`src/design/ritl_pkg.sv`:
```
// Package for row_index_to_letters: widths, constants, controller states and
// the command/status structs shared by the controller and the datapath.
// Depends on nothing.
`default_nettype none

package ritl_pkg;

    // Most letters emitted for one item
    localparam int MAX_LETTERS = 6;

    // Field widths
    localparam int IDX_W    = 29;
    localparam int LETTER_W = 7;
    localparam int DIG_W    = 5;
    localparam int REM_W    = DIG_W + 1;
    localparam int PTR_W    = (MAX_LETTERS > 1) ? $clog2(MAX_LETTERS) : 1;

    localparam int RADIX    = 26;
    localparam int LETTER_A = 65;

    // Divide by 26 through a reciprocal: q0 = (x * RECIP) >> RECIP_SHIFT
    // falls short of x / 26 by at most one for any IDX_W-bit x.
    localparam int          RECIP_SHIFT = 33;
    localparam int          RECIP_W     = 29;
    localparam logic [RECIP_W-1:0] RECIP = RECIP_W'(330382099);
    localparam int          PROD_W      = IDX_W + RECIP_W;
    localparam int          Q_W         = PROD_W - RECIP_SHIFT;

    // Largest index that fits in MAX_LETTERS letters: 26 + 26^2 + ... - 1
    function automatic logic [63:0] sat_limit_f();
        logic [63:0] power;
        logic [63:0] sum;
        power = 64'd1;
        sum   = 64'd0;
        for (int k = 0; k < MAX_LETTERS; k++)
        begin
            power = power * 64'(RADIX);
            sum   = sum + power;
        end
        return sum - 64'd1;
    endfunction

    localparam logic [63:0] SAT_LIMIT = sat_limit_f();

    typedef enum logic [1:0] {
        S_IDLE,
        S_MUL,
        S_DIG,
        S_EMIT
    } ritl_state_t;

    // Controller to datapath
    typedef struct packed {
        logic load;    // take a new index, saturate it, reset the digit pointer
        logic mul;     // register the reciprocal product
        logic dig;     // correct the quotient, store one digit
        logic step;    // one letter taken downstream: move to the next one
    } ritl_cmd_t;

    // Datapath to controller
    typedef struct packed {
        logic last_dig;  // digit being stored is the most significant one
        logic emit_done; // letter on the output is the least significant one
    } ritl_status_t;

endpackage

`default_nettype wire

```
`src/design/row_index_to_letters.sv`:
```
// Top level of row_index_to_letters: joins the controller and the datapath.
// Depends on ritl_pkg, ritl_ctrl and ritl_dpath.
`default_nettype none

// Converts a zero-based row index into spreadsheet column letters in bijective
// base 26 (0..25 give A..Z, 26 gives AA, 702 gives AAA). Each index taken on
// the input channel produces one to six items on the output channel, each
// carrying the ASCII code of a capital letter, most significant letter first;
// last_letter marks the final one. Indexes above 321272405 saturate to
// ZZZZZZ. One index is handled at a time: the input stalls from acceptance
// until the final letter has been taken. Digits are peeled off least
// significant first by a shared divide-by-26 unit (a registered reciprocal
// product followed by a one-step correction), and are then replayed from a
// small digit store one letter per cycle while the output is not stalled.
// No state is kept between items, and reset returns the block to idle at once.

module row_index_to_letters
    import ritl_pkg::*;
(
    input  wire logic                clk,
    input  wire logic                rst_n,
    input  wire logic                in_valid,
    output logic                     in_stall,
    input  wire logic [IDX_W-1:0]    row_index,
    output logic                     out_valid,
    input  wire logic                out_stall,
    output logic [LETTER_W-1:0]      letter_code,
    output logic                     last_letter
);

    ritl_cmd_t    cmd;
    ritl_status_t status;

    // Sequencing: idle, then multiply/correct per letter, then emit
    ritl_ctrl u_ctrl (
        .clk       (clk),
        .rst_n     (rst_n),
        .in_valid  (in_valid),
        .in_stall  (in_stall),
        .out_valid (out_valid),
        .out_stall (out_stall),
        .status    (status),
        .cmd       (cmd)
    );

    // Arithmetic, digit store and output letter
    ritl_dpath u_dpath (
        .clk         (clk),
        .rst_n       (rst_n),
        .cmd         (cmd),
        .status      (status),
        .row_index   (row_index),
        .letter_code (letter_code),
        .last_letter (last_letter)
    );

endmodule

`default_nettype wire

```
`src/design/ritl_ctrl.sv`:
```
// Controller for row_index_to_letters: sequences load, digit extraction and
// letter emission. Depends on ritl_pkg.
`default_nettype none

module ritl_ctrl
    import ritl_pkg::*;
(
    input  wire logic         clk,
    input  wire logic         rst_n,
    input  wire logic         in_valid,
    output logic              in_stall,
    output logic              out_valid,
    input  wire logic         out_stall,
    input  wire ritl_status_t status,
    output ritl_cmd_t         cmd
);

    ritl_state_t state_reg;
    ritl_state_t state_next;

    always_ff @(posedge clk or negedge rst_n)
    begin
        if (!rst_n)
        begin
            state_reg <= S_IDLE;
        end
        else
        begin
            state_reg <= state_next;
        end
    end

    // Next state
    always_comb
    begin
        state_next = state_reg;
        unique case (state_reg)
            S_IDLE:
            begin
                if (in_valid)
                begin
                    state_next = S_MUL;
                end
            end
            S_MUL:
            begin
                state_next = S_DIG;
            end
            S_DIG:
            begin
                state_next = status.last_dig ? S_EMIT : S_MUL;
            end
            S_EMIT:
            begin
                if (!out_stall && status.emit_done)
                begin
                    state_next = S_IDLE;
                end
            end
            default:
            begin
                state_next = S_IDLE;
            end
        endcase
    end

    // Outputs
    always_comb
    begin
        cmd       = '0;
        in_stall  = 1'b1;
        out_valid = 1'b0;
        unique case (state_reg)
            S_IDLE:
            begin
                in_stall = 1'b0;
                cmd.load = in_valid;
            end
            S_MUL:
            begin
                cmd.mul = 1'b1;
            end
            S_DIG:
            begin
                cmd.dig = 1'b1;
            end
            S_EMIT:
            begin
                out_valid = 1'b1;
                cmd.step  = !out_stall;
            end
            default:
            begin
                in_stall = 1'b1;
            end
        endcase
    end

    // An offered index is always taken from idle and starts the extraction
    a_load_starts: assert property (@(posedge clk) disable iff (!rst_n)
        (state_reg == S_IDLE && in_valid) |=> (state_reg == S_MUL))
        else $error("accepted index did not start extraction");

    // Taking the final letter returns the controller to idle
    a_last_to_idle: assert property (@(posedge clk) disable iff (!rst_n)
        (out_valid && !out_stall && status.emit_done) |=> (state_reg == S_IDLE))
        else $error("controller not idle after final letter");

    // Nothing is accepted while letters are still being produced
    a_no_overlap: assert property (@(posedge clk) disable iff (!rst_n)
        (out_valid || cmd.mul || cmd.dig) |-> in_stall)
        else $error("input accepted during extraction or emission");

endmodule

`default_nettype wire

```
`src/design/ritl_dpath.sv`:
```
// Datapath for row_index_to_letters: saturation, divide-by-26 through a
// reciprocal product, digit store and letter output. Depends on ritl_pkg.
`default_nettype none

module ritl_dpath
    import ritl_pkg::*;
(
    input  wire logic               clk,
    input  wire logic               rst_n,
    input  wire ritl_cmd_t          cmd,
    output ritl_status_t            status,
    input  wire logic [IDX_W-1:0]   row_index,
    output logic [LETTER_W-1:0]     letter_code,
    output logic                    last_letter
);

    logic [IDX_W-1:0] x_reg;
    logic [IDX_W-1:0] x_next;
    logic [Q_W-1:0]   q_reg;
    logic [PTR_W-1:0] ptr_reg;
    logic [PTR_W-1:0] ptr_next;
    logic [DIG_W-1:0] digit_reg [MAX_LETTERS];

    logic             sat;
    logic [PROD_W-1:0] prod;
    logic [IDX_W:0]   q26;
    logic [IDX_W:0]   rem_full;
    logic [REM_W-1:0] rem;
    logic             rem_high;
    logic [Q_W-1:0]   q_fix;
    logic [DIG_W-1:0] dig_val;

    assign sat = {{(64 - IDX_W){1'b0}}, row_index} > SAT_LIMIT;

    assign prod = PROD_W'(x_reg) * PROD_W'(RECIP);

    // Remainder of the estimate lies below twice the radix: one correction
    assign q26      = (IDX_W + 1)'(q_reg) * (IDX_W + 1)'(RADIX);
    assign rem_full = {1'b0, x_reg} - q26;
    assign rem      = rem_full[REM_W-1:0];
    assign rem_high = rem >= REM_W'(RADIX);
    assign q_fix    = q_reg + Q_W'(rem_high);
    assign dig_val  = rem_high ? DIG_W'(rem - REM_W'(RADIX)) : DIG_W'(rem);

    always_comb
    begin
        x_next   = x_reg;
        ptr_next = ptr_reg;
        if (cmd.load)
        begin
            x_next   = sat ? SAT_LIMIT[IDX_W-1:0] : row_index;
            ptr_next = '0;
        end
        else if (cmd.dig)
        begin
            // Bijective step: drop one before the next division
            x_next = IDX_W'(q_fix) - IDX_W'(1);
            if (!status.last_dig)
            begin
                ptr_next = ptr_reg + PTR_W'(1);
            end
        end
        else if (cmd.step && !status.emit_done)
        begin
            ptr_next = ptr_reg - PTR_W'(1);
        end
    end

    always_ff @(posedge clk or negedge rst_n)
    begin
        if (!rst_n)
        begin
            ptr_reg <= '0;
        end
        else
        begin
            ptr_reg <= ptr_next;
        end
    end

    always_ff @(posedge clk)
    begin
        x_reg <= x_next;
        if (cmd.mul)
        begin
            q_reg <= prod[PROD_W-1:RECIP_SHIFT];
        end
        if (cmd.dig)
        begin
            digit_reg[ptr_reg] <= dig_val;
        end
    end

    assign status.last_dig  = (q_fix == '0) || (ptr_reg == PTR_W'(MAX_LETTERS - 1));
    assign status.emit_done = (ptr_reg == '0);

    assign letter_code = LETTER_W'(LETTER_A) + LETTER_W'(digit_reg[ptr_reg]);
    assign last_letter = status.emit_done;

    // Quotient estimate is never more than one short
    a_rem_range: assert property (@(posedge clk) disable iff (!rst_n)
        cmd.dig |-> (rem_full < (IDX_W + 1)'(2 * RADIX)))
        else $error("reciprocal quotient estimate out of range");

    // Stored digit is a valid base-26 digit
    a_digit_range: assert property (@(posedge clk) disable iff (!rst_n)
        cmd.dig |-> (dig_val < DIG_W'(RADIX)))
        else $error("digit out of range");

    // Digit pointer stays inside the store
    a_ptr_range: assert property (@(posedge clk) disable iff (!rst_n)
        ptr_reg <= PTR_W'(MAX_LETTERS - 1))
        else $error("digit pointer beyond store");

endmodule

`default_nettype wire

```
`config.mk`:
```
export PLATFORM = sky130hd
export DESIGN_NAME = row_index_to_letters
export DESIGN_NICKNAME = d
export VERILOG_FILES = /design/src/design/ritl_pkg.sv /design/src/design/row_index_to_letters.sv /design/src/design/ritl_ctrl.sv /design/src/design/ritl_dpath.sv
export SDC_FILE = /design/constraint.sdc
export NUM_CORES = 1
export LEC_CHECK = 0
export ABC_AREA = 1
export ABC_CLOCK_PERIOD_IN_PS = 5800
export BUFFER_PORTS_ARGS = -buffer_cell sky130_fd_sc_hd__clkbuf_2
export CAP_MARGIN = 20
export CORE_MARGIN = 1.5
export CORE_UTILIZATION = 61
export CTS_BUF_LIST = sky130_fd_sc_hd__clkbuf_4 sky130_fd_sc_hd__clkbuf_8
export DETAILED_ROUTE_END_ITERATION = 12
export PLACE_DENSITY = 0.77
export SYNTH_ARGS = -nofsm -noshare
export SYNTH_HDL_FRONTEND = slang
export SYNTH_HIERARCHICAL = 1
export SYNTH_SLANG_ARGS = --single-unit
```
`constraint.sdc`:
```
create_clock -name clk -period 5.8 [get_ports clk]
set_input_delay 0.58 -clock clk [delete_from_list [all_inputs] [get_ports clk]]
set_output_delay 0.58 -clock clk [all_outputs]
set_load 0.02 [all_outputs]
```
## Word-level counts from Yosys, hierarchy flattened

Memory sizes are Yosys's and may differ from the RTL's.
Cells that the tools add are included.

- Bits of input ports: 33
- Memories: 1
- Logic and storage cells: 55
- Bits in registers: 59
- Output and inout port bits: 10
- RAM bits: 30

- Equal/unequal tests: 7
- Mux-type cells: 20
- Order comparisons: 2
- $add $sub $neg: 7
- Reductions and logical operators: 12
- $mul: 2

Memories:

| name | words | width | read ports | clocked after Yosys merged registers in | wr ports | RTL line | source |
|---|---|---|---|---|---|---|---|
| u_dpath.digit_reg | 6 | 5 | 1 | 0 | 1 | ritl_dpath.sv:22 | `logic [DIG_W-1:0] digit_reg [MAX_LETTERS];` |

Operators with widths:

| operator | number |
|---|---|
| 2-to-1 mux 29 bit | 3 |
| multiplier 29 x 29 -> 58 bit, second input constant | 1 |
| > comparator 29 bit, second input constant | 1 |
| subtractor 25 x 1 -> 26 bit, second input constant | 1 |
| adder 25 x 1 -> 25 bit | 1 |
| zero test 25 bit | 1 |
| multiplier 25 x 4 -> 5 bit, second input constant | 1 |
| 2-to-1 mux 3 bit | 4 |
| 2-to-1 mux 1 bit | 8 |
| one-hot mux 2 bit (4 select lines) | 1 |
| adder 7 x 5 -> 7 bit, first input constant | 1 |
| >= comparator 6 x 5 -> 1 bit, second input constant | 1 |
| 2-to-1 mux 2 bit | 3 |
| subtractor 6 bit | 1 |
| 2-to-1 mux 5 bit | 1 |
| subtractor 5 bit, second input constant | 1 |
| == test 2 bit, second input constant | 2 |
| AND reduction 2 bit | 2 |
| adder 3 x 1 -> 3 bit, second input constant | 1 |
| == test 3 bit, second input constant | 1 |
| zero test 3 bit | 1 |
| != test 3 bit, second input constant | 1 |
| nonzero test 3 bit | 1 |
| subtractor 3 x 1 -> 3 bit, second input constant | 1 |
| other kinds (8) | 10 |

## Logic depth before layout (Yosys ltp)

- Word-level depth: 9
- Mapped depth: 28
- Gate-level depth less buffers: 28

## Cells and area by module

Netlist, hierarchy kept.

Modules (own cells, without submodules):

| module | seq. area each (um^2) | area each (um^2) | times used | cells each |
|---|---|---|---|---|
| ritl_dpath | 2,597.5 | 19,849.0 | 1 | 2,277 |
| ritl_ctrl | 50.0 | 127.6 | 1 | 20 |

## Least setup slack after synthesis

No wires, ideal clock.

- Kind: register to register
- Start: register u_dpath.x_reg[12]
- End: register u_dpath.q_reg[8] (data pin)
- Path slack: -0.291 ns
- Data required time: 5.540 ns
- Buffers on the path: 0
- Cell stages (with the launch flop): 24
- Period minus slack after synthesis: 6.091 ns
- Arrival: 5.831 ns
- Cell sequence: edfxtp_1 -> fa_1 -> ha_1 -> inv_1 -> fa_1 -> fa_1 -> inv_1 -> fa_1 -> fa_1 -> fa_1 -> inv_1 -> fa_1 -> inv_1 -> ha_1 -> nand2_1 -> nand2_1 -> a31oi_1 -> a21boi_0 -> o21ai_0 -> inv_1 -> nand2_1 -> nand2_1 -> nand2_1 -> xor2_1

- Longest elaborated chain between the ends: 1

Ends and longest elaborated chain:

| what | RTL line | source |
|---|---|---|
| from (decl) | ritl_dpath.sv:17 | `logic [IDX_W-1:0] x_reg;` |
| from (signal assigned) | ritl_dpath.sv:83 | `x_reg <= x_next;` |
| multiplier 29 x 29 -> 58 bit | ritl_dpath.sv:35 | `assign prod = PROD_W'(x_reg) * PROD_W'(RECIP);` |
| net u_dpath.prod[41] | ritl_dpath.sv:25 | `logic [PROD_W-1:0] prod;` |
| to (signal assigned) | ritl_dpath.sv:86 | `q_reg <= prod[PROD_W-1:RECIP_SHIFT];` |
| to (decl) | ritl_dpath.sv:19 | `logic [Q_W-1:0] q_reg;` |

The timed path passes the listed nets, and every way through them passes these cells.
A chain may end at the register's enable or synchronous reset.

## Final worst setup path

- Start: register u_dpath.x_reg[15]
- End: register u_dpath.q_reg[1] (data pin)

Same word-level chain as after synthesis.

==> impl_metrics.toml <==
[synth]
ys_ff_latch = 89
synth_commonest_cells = "inv_1, ha_1, nand2_1"
synth_top_family_by_area = "adder cells"
syn_area_per_cell_um2 = 8.697
ys_warn_count = 6
synth_simple_gate_area_frac = 0.1527
seq_area_frac_synth = 0.1325
synth_most_common_cell = "inv_1"
synth_compound_area_frac = 0.06050
async_reset_ff_frac = 0.05618
synth_edf_count = 84
muxShareOfSynthArea = 0
syn-cell-area_mm2 = 0.01998
ys_types = 48
yosys.area.top_type_share = 0.2966
syn_inst = 2297
synth_adder_area_share = 0.5234
yosysTopAreaCell = "fa_1"
synth_xor_area_frac = 0.01754
syn_nets = 2988
synthFlopType = "edfxtp_1"
synth.area.top_cells = "fa_1, ha_1, edfxtp_1, inv_1, nand2_1"

[global_routing]
grt_pass1_wl_um = 96590
grtUsageTotal = 0.3846
grt_max_degree = 35
antenna_found_initial = 0
overflow = 0
first_global_vias = 17729

[sta]
drv_slew = 0
relSlewSlack = 0.3035
setup_viol = 25
period_needed_ps = 6494
fmax_ghz = 0.1540
period_share = 1.120
rsz0062_at_grt = "yes"
hold_viol = 0
fin_ws_ps = -693.7
clock_skew_ps = 15.08
worst_slew_pin_slew_ps = 1044

[routing]
finalWirelength_um = 67200
drt_iter0_markers = 1705
wl_per_cell_um = 21.46
ant_nets = 0
drt_pass1_iterations = 6
drc = 0
post_drt_via_cell_ratio = 5.717
vias = 17907

[outcome]
status = "finished with violations"
failed_checks = "negative setup slack"

[clock_tree]
clkTransAtPathRegs_ps = 100
numCtsBuffers = 9
clock_sinks = 89
worstSkewPairLatency_ps = 430
cts_buffer_depth = 2
h-tree-depth = 3
root_buffer = "clkbuf_8"
cts_tree = "built"

[critical_path]
path_cells = "buf_6, fa_1, ha_1, inv_2, fa_2, inv_2, fa_2, fa_1, fa_1, fa_1, inv_2, fa_1, inv_2, ha_4, a21o_4, a31oi_4, buf_6, o21ai_2, nor2_1, nand2_2, buf_4, buf_6, xor2_2"
crit_fanout = 5
end_kind = "flop"
start_kind = "flop"
max_stage_delay_ps = 550
critPathMostFrequentCell = "fa_1"
arrival_ps = 6670
critPathRequiredTime_ps = 5980
crit_type = "flop to flop"
crit_path_top_delay_cell = "fa_1"

[layout]
final_nets = 3376
largest_reg_flops = 30
final_core_util = 0.7968
antennaDiodeCount = 0
final_cell_count_no_fill = 3132
drive_gt1_frac = 0.3033
area_growth_pct = 29.12
final_cell_area_mm2 = 0.02579

[min_path]
hold_class = "input pin to flop"

[floorplan]
row_count = 66
die_w_um = 184.0
fp.coreArea_mm2 = 0.03237
die_area_mm2 = 0.03384
die_h_um = 184.0
ios = 43
initial_core_util = 0.6171

[placement]
dpl_cell_area_mm2 = 0.02297
gp_congestion = 0.9699
port_buffers = 41
place_ws_ps = -1138
dp_hpwl_um = 52580
dp_cells = 3034

[flow_run]
drv_cap = 0
## layout make-up
class	count	area, um^2
multi-input cells	1609	17120
fillers	2061	6578
repair buffers	392	3072
flip-flops and latches	89	2648
inverters	584	2206
well taps	442	553.0
clock buffers	9	123.9
clock inverters	7	70.07
## through the flow
stage	setup TNS, ps	hold slack [ps]
finish	-13720	409.0
CTS	-9051	383.3
detailed placement	-23630	406.4
floorplan	-44.03	284.4
global route	-15670	427.3
global placement	-23950	401.6
## per-layer routing
layer,up-vias,track usage,share of wire
li1,7993,-,-
met1,8729,0.5060,0.39
met2,883,0.6120,0.46
met3,302,0.06478,0.077
met4,0,0.2020,0.075
met5,-,0,0
## final timing paths
| kind | from | to | slack (ps) | cells past startpoint |
|---|---|---|---|---|
| max in group asynchronous | rst_n | u_ctrl/state_reg[0]$_DFFE_PN0P_ | 5170 | 2 |
| max reg2reg | u_dpath/x_reg[15]$_DFFE_PN_ | u_dpath/q_reg[1]$_DFFE_PP_ | -690 | 23 |
| min | in_valid | u_ctrl/state_reg[0]$_DFFE_PN0P_ | 410 | 3 |
| max | u_dpath/x_reg[15]$_DFFE_PN_ | u_dpath/q_reg[1]$_DFFE_PP_ | -690 | 23 |
| min in group asynchronous | rst_n | u_dpath/ptr_reg[2]$_DFFE_PN0P_ | 500 | 2 |
| min reg2reg | u_dpath/ptr_reg[2]$_DFFE_PN0P_ | u_dpath/ptr_reg[2]$_DFFE_PN0P_ | 640 | 2 |
## cell families (layout without fill, tap and decap cells)
group                      after synthesis  in the layout
buffers and inverters                  599            992
adders and majority gates              658            658
DFF                                     89             89
other                                    1              1
AOI/OAI and AO/OA                      209            209
and+or+nand+nor                        701            701
xor gates and xnor gates                40             40
## cell usage in the layout, fill, tap and decap left out, types with 32 or more instances in the layout
cell / synthesis / routed
inv_2: 3 / 59
inv_1: 580 / 520
edfxtp_1: 84 / 84
ha_4: 0 / 63
clkbuf_2: 0 / 41
buf_4: 2 / 311
a21oi_1: 73 / 47
o21ai_0: 59 / 32
nand2_2: 15 / 53
nand2_1: 343 / 292
fa_1: 296 / 252
ha_1: 362 / 298
fa_2: 0 / 44
nor2_1: 164 / 125
nand3_1: 99 / 86
## worst max-delay path: cells and delay by family (launching register included)
family,cells,cell delay (ps)
flip-flops,1,530
AO/OA/AOI/OAI,3,460
buffers and inverters,8,770
AND/OR/NAND/NOR,2,270
XOR/XNOR,1,140
adder cells (fa/ha/maj),9,4070
## repair_timing
| item | CTS | global route |
|---|---|---|
| hold buffers | 1 | 0 |
| gates resized for setup | 235 | 223 |
| pin swaps | 132 | 158 |
| buffers inserted | 44 | 38 |
| setup endpoints to repair | 25 | 26 |
| endpoints found under the hold margin | 5 | 0 |
Power is left out: the tool's default activity adds up to more than one toggle a clock period on the data nets, which glitch-free logic cannot reach.
